--- src/rtl/wave_equation_stencil_step_assert.svh ---
// Assertion macros shared by the stencil step RTL
`ifndef WAVE_EQUATION_STENCIL_STEP_ASSERT_SVH
`define WAVE_EQUATION_STENCIL_STEP_ASSERT_SVH

// same-cycle implication, clocked on clk, off during reset
`define WES_ASSERT_IMP(lbl, ante, cons) \
	lbl: assert property (@(posedge clk) disable iff (!arst_n) (ante) |-> (cons)) \
		else $error("wes: same-cycle check failed");

// next-cycle implication
`define WES_ASSERT_NXT(lbl, ante, cons) \
	lbl: assert property (@(posedge clk) disable iff (!arst_n) (ante) |=> (cons)) \
		else $error("wes: next-cycle check failed");

`endif

--- src/rtl/wes_pkg.sv ---
// Types and constants of the wave equation stencil step block
package wes_pkg;

	localparam int SB         = 16;  // sample and coefficient width
	localparam int IDX_W      = 6;
	localparam int NPTS_W     = 7;
	localparam int MODE_W     = 3;
	localparam int CFG_IDX_W  = 3;
	localparam int CFG_DATA_W = 16;

	// scaling of the exact accumulator (Q.41) back to Q4.12
	localparam int CF_SHIFT   = 15;
	localparam int OUT_SHIFT  = 29;
	localparam int ACC_W      = 3 * SB + 4;

	localparam logic OP_LOAD = 1'b0;
	localparam logic OP_STEP = 1'b1;

	localparam logic [MODE_W-1:0] MODE_FIXED    = 3'd0;
	localparam logic [MODE_W-1:0] MODE_FREE     = 3'd1;
	localparam logic [MODE_W-1:0] MODE_OUTFLOW  = 3'd2;
	localparam logic [MODE_W-1:0] MODE_PERIODIC = 3'd3;
	localparam logic [MODE_W-1:0] MODE_DRIVEN   = 3'd4;

	localparam logic [CFG_IDX_W-1:0] REG_LEFT_MODE   = 3'd0;
	localparam logic [CFG_IDX_W-1:0] REG_RIGHT_MODE  = 3'd1;
	localparam logic [CFG_IDX_W-1:0] REG_EQ_MODE     = 3'd2;
	localparam logic [CFG_IDX_W-1:0] REG_LEFT_COEFF  = 3'd3;
	localparam logic [CFG_IDX_W-1:0] REG_RIGHT_COEFF = 3'd4;
	localparam logic [CFG_IDX_W-1:0] REG_POINTS      = 3'd5;

	localparam logic [SB-1:0]     COEFF_RST  = 16'h8000;
	localparam logic [NPTS_W-1:0] POINTS_RST = 7'd64;
	localparam logic [NPTS_W-1:0] MIN_POINTS = 7'd3;

	localparam logic signed [SB-1:0] ONE_Q14 = 16'sd16384;
	localparam logic signed [SB:0]   ONE_Q15 = 17'sd32768;

	typedef enum logic [1:0] {
		ST_IDLE,
		ST_ISSUE,
		ST_DRAIN
	} st_t;

	// what a sweep read request does once its data is back
	typedef enum logic [2:0] {
		K_LAST,   // read f[N-1] for the left periodic end
		K_FIRST,  // read f[0]
		K_LEFT,   // read f[1], compute point 0
		K_MID,    // read f[j], compute interior point j-1
		K_RIGHT   // no read, compute point N-1
	} kind_t;

	typedef struct packed {
		logic  load;
		logic  start;
		logic  issue;
		kind_t kind;
	} cmd_t;

	typedef struct packed {
		logic adv;
		logic busy;
	} stat_t;

endpackage

--- src/rtl/wes_ctl.sv ---
// Controller: accepts requests and sequences the row sweep
`include "wave_equation_stencil_step_assert.svh"

module wes_ctl #(
	parameter int MAX_POINTS = 64
) (
	input  logic                                clk,
	input  logic                                arst_n,
	input  logic                                in_valid,
	output logic                                in_ready,
	input  logic                                in_op,
	input  logic [wes_pkg::IDX_W-1:0]           in_index,
	input  logic [wes_pkg::NPTS_W-1:0]          points_in_use,
	input  wes_pkg::stat_t                      st,
	output wes_pkg::cmd_t                       cmd,
	output logic [$clog2(MAX_POINTS)-1:0]       addr,
	output logic [$clog2(MAX_POINTS)-1:0]       last_idx
);
	import wes_pkg::*;

	localparam int AW = $clog2(MAX_POINTS);
	localparam int QW = $clog2(MAX_POINTS + 2);

	st_t               state_q, state_d;
	logic [QW-1:0]     cnt_q;
	logic [QW-1:0]     n_q;
	logic [NPTS_W-1:0] n_clamp;
	logic              issue_done;
	logic              take;

	assign take       = in_valid && (state_q == ST_IDLE);
	assign issue_done = (cnt_q == n_q + QW'(1));
	assign last_idx   = AW'(n_q - QW'(1));

	always_comb begin
		n_clamp = points_in_use;
		if (points_in_use < MIN_POINTS) begin
			n_clamp = MIN_POINTS;
		end else if (points_in_use > NPTS_W'(MAX_POINTS)) begin
			n_clamp = NPTS_W'(MAX_POINTS);
		end
	end

	always_ff @(posedge clk or negedge arst_n) begin
		if (!arst_n) begin
			state_q <= ST_IDLE;
			cnt_q   <= '0;
			n_q     <= '0;
		end else begin
			state_q <= state_d;
			if (cmd.start) begin
				cnt_q <= '0;
				n_q   <= QW'(n_clamp);
			end else if (state_q == ST_ISSUE && st.adv) begin
				cnt_q <= cnt_q + QW'(1);
			end
		end
	end

	always_comb begin
		state_d = state_q;
		case (state_q)
			ST_IDLE: begin
				if (take && in_op == OP_STEP) state_d = ST_ISSUE;
			end
			ST_ISSUE: begin
				if (st.adv && issue_done) state_d = ST_DRAIN;
			end
			ST_DRAIN: begin
				if (!st.busy) state_d = ST_IDLE;
			end
			default: state_d = ST_IDLE;
		endcase
	end

	// read order: f[N-1], then f[0] .. f[N-1], then one flush slot for the right end
	always_comb begin
		in_ready  = (state_q == ST_IDLE);
		cmd.load  = take && in_op == OP_LOAD
			&& ({1'b0, in_index} < (IDX_W + 1)'(MAX_POINTS));
		cmd.start = take && in_op == OP_STEP;
		cmd.issue = (state_q == ST_ISSUE);
		addr      = (cnt_q == '0) ? last_idx : AW'(cnt_q - QW'(1));
		if (cnt_q == '0) begin
			cmd.kind = K_LAST;
		end else if (cnt_q == QW'(1)) begin
			cmd.kind = K_FIRST;
		end else if (cnt_q == QW'(2)) begin
			cmd.kind = K_LEFT;
		end else if (issue_done) begin
			cmd.kind = K_RIGHT;
		end else begin
			cmd.kind = K_MID;
		end
	end

	`WES_ASSERT_NXT(a_start_issue, cmd.start, state_q == ST_ISSUE && cnt_q == '0)
	`WES_ASSERT_NXT(a_stall_hold, state_q == ST_ISSUE && !st.adv, state_q == ST_ISSUE && $stable(cnt_q))
	`WES_ASSERT_IMP(a_idle_quiet, state_q == ST_IDLE, !st.busy)

endmodule

--- config.mk ---
export PLATFORM = sky130hd
export DESIGN_NAME = wes_ctl
export DESIGN_NICKNAME = d
export VERILOG_FILES = /design/src/rtl/wes_pkg.sv /design/src/rtl/wes_ctl.sv
export VERILOG_INCLUDE_DIRS = /design/src /design/src/rtl
export SDC_FILE = /design/constraint.sdc
export NUM_CORES = 1
export LEC_CHECK = 0
export BUFFER_PORTS_ARGS = -buffer_cell sky130_fd_sc_hd__buf_2
export CAP_MARGIN = 30
export CORE_ASPECT_RATIO = 0.8
export CORE_MARGIN = 2
export CORE_UTILIZATION = 52
export CTS_BUF_LIST = sky130_fd_sc_hd__clkbuf_16
export CTS_CLUSTER_DIAMETER = 60
export DETAILED_ROUTE_END_ITERATION = 8
export MAX_ROUTING_LAYER = met4
export PLACE_DENSITY = 0.8
export SLEW_MARGIN = 20
export SYNTH_ARGS = -nofsm -noshare
export SYNTH_HDL_FRONTEND = slang
export SYNTH_SLANG_ARGS = --single-unit
--- constraint.sdc ---
create_clock -name clk -period 2.03 [get_ports clk]
set_input_delay 0 -clock clk [delete_from_list [all_inputs] [get_ports clk]]
set_output_delay 0 -clock clk [all_outputs]
set_load 0.03 [all_outputs]
==> reports/results.ini <==
[routing]
met3WireLength_um=171
wl_per_cell_um=15.4
drt_pre_antenna_iters=4
via_per_inst=5.35
top_layer_used=met4
met2WireLength_um=1730
wl_um=3590
drtIter0Drc=68
vias=1247
antenna_left=0
wirelength_met1_um=1650
drc=0

[yosys]
mappedNetlistArea_um2=1330
synth_top_area_cell=dfrtp_1
ys_async_sr_fraction_pct=100
ys_seq_area_share_pct=30.1
yosys.area.top_type_share_pct=30.1
ys_warn_count=0
synth_edf_count=0
ys.flop_type=dfrtp_1
ys_types=43
syn_avg_cell_area_um2=8.37
syn_inst=159
syn_nets=184
synth-seq-cells=16
synthTopCellsByArea=dfrtp_1 (30%), xnor2_1 (7.2%), ha_1 (5.6%), nand2_1 (5.6%), nor2_1 (5.4%)

[floorplan]
die-height_um=49.3
initial_core_util_pct=54.5
die_area_um2=2980
die_w_um=60.6
coreArea_um2=2440
rows=16
io_pins=38

[setup_path]
crit_chain=inv_2 -> ha_4 -> xor2_1 -> a211oi_1 -> o311a_2 -> a21boi_4 -> and2_4 -> buf_6
critPathLaunchType=register
crit_required_ns=2.03
slowest_stage=dfrtp_1
max_stage_delay_ns=0.40
reg2reg_depth=9
cp-end-kind=output pin
worstPathArrival_ns=2.06
path_class=register to output pin
crit_path_max_fanout=4

[global_route]
grt_pass1_wl_um=5660
grt_usage_pct=25.9
overflow=0
grt_max_degree=18
antenna_found_initial=0
grt_pass1_vias=1162

[clocking]
cts-root-buf=clkbuf_16
clockBufferDepth=2
cts_tree=built
cts_buffers=3
clk_pin_slew_worst_paths_ns=0.05
cts.sinks=16
cts.htree.levels=1
worst_skew_pair.late_latency_ns=0.25

[timing]
max_freq_mhz=485
maxSlewViolCount=0
rsz0062_at_grt=yes
fin_crit_ns=2.06
finalHoldViolations=0
post-route-period-util_pct=102
setup_ws_ns=-0.0309
maxSlewHeadroom_pct=66.7
worst_slew_pin_slew_ns=0.499
skew_ns=0.00385
finalSetupViolCount=1

[layout]
area_growth_pct=29.6
final_core_util_pct=70.6
nFillCells=200
multiInputGateArea_um2=897
fin_nets=223
layout_common_cells=buf_2 (28), nand2_1 (20), nor2_1 (19)
drive_gt1_share_pct=33.5
n_antenna_cell=0
final_common_cell=buf_2
ff_latch_area_um2=400

[placed_design]
port_buffers=31
place_congestion=0.951
hpwlAfterDp_um=2540

[status]
outcome=finished, violations left
violations=setup timing

[run]
maxCapViolCount=0

[min_path]
hp-class=primary input to register
holdPathStages=3

per-layer routing:
metal | vias up | track usage, %
met5 | - | -
met4 | 0 | 6.52
met3 | 6 | 4.77
met2 | 32 | 36.2
met1 | 587 | 38.5
li1 | 622 | -
flip-flops by register name (all words and copies together) (netlist names):
signal	cells
cnt_q	7
n_q	7
state_q	2
critical path: cells and delay by family, from the launching register on:
kind / cells / cell delay [ns]
AND/OR/NAND/NOR: 1 / 0.18
adder cells (fa/ha/maj): 1 / 0.22
XOR/XNOR: 1 / 0.16
flip-flops: 1 / 0.40
AO/OA/AOI/OAI: 3 / 0.64
buffers and inverters: 2 / 0.22
logic make-up (layout without fill, tap and decap cells):
kind of cell / after synthesis / in the layout / share of synthesized area [%]
simple gates: 72 / 72 / 29.0
compound gates: 25 / 25 / 13.7
xor+xnor: 19 / 19 / 12.5
flops: 16 / 16 / 30.1
fa+ha+maj: 6 / 6 / 5.64
mux: 3 / 3 / 2.26
buf+inv: 18 / 56 / 6.77
metrics by stage:
| step | cell area, um^2 | setup slack [ns] | cells | hold slack (ns) | TNS, ns |
|---|---|---|---|---|---|
| 2_1_floorplan | 1360 | -0.0502 | 159 | -0.296 | -0.0965 |
| 3_3_place_gp | 1560 | 0.167 | 223 | -0.0770 | 0 |
| 3_5_place_dp | 1560 | 0.106 | 223 | -0.0702 | 0 |
| 4_1_cts | 1690 | 0.00695 | 230 | 0.0184 | 0 |
| 5_1_grt | 1730 | -0.107 | 233 | 0.0369 | -0.260 |
| 6_report | 1730 | -0.0309 | 233 | 0.0157 | -0.0309 |
path summary, 6_finish.rpt:
check | start | end | slack (ns)
worst min-delay path | points_in_use[3] | n_q[3] | 0.02
worst min register to register | state_q[0] | state_q[1] | 0.51
min in group asynchronous | arst_n | cnt_q[0] | 0.22
max in group asynchronous | arst_n | n_q[2] | 1.55
worst max register to register | n_q[0] | state_q[1] | 0.07
worst max-delay path | n_q[0] | cmd[2] | -0.03
synthesized netlist by cell type, types with 3 or more instances:
master    instances
nand2_1          20
xor2_1            8
a21oi_1           8
inv_1             8
mux2i_1           3
dfrtp_1          16
nand3b_1          6
ha_1              6
xnor2_1          11
nor3_1            5
o21ai_0           3
buf_2             6
nor2_1           19
nand3_1           4
area by class of cell:
type | count | area share, %
Multi-Input combinational cell | 125 | 52.0
Sequential cell | 16 | 23.2
Timing Repair Buffer | 44 | 15.9
Clock buffer | 3 | 4.35
Tap cell | 36 | 2.61
Inverter | 8 | 1.74
Clock inverter | 1 | 0.218
what timing repair did:
action                     in CTS  in global routing
setup buffers                   2                  3
setup endpoints to repair       3                  5
gates cloned                    0                  0
hold buffers                    1                  0
resized for setup               7                  7
pin swaps                       1                  3
hold endpoints to repair       16                  0
Power is left out: the tool's default activity adds up to more than one toggle a clock period on the data nets, which glitch-free logic cannot reach.
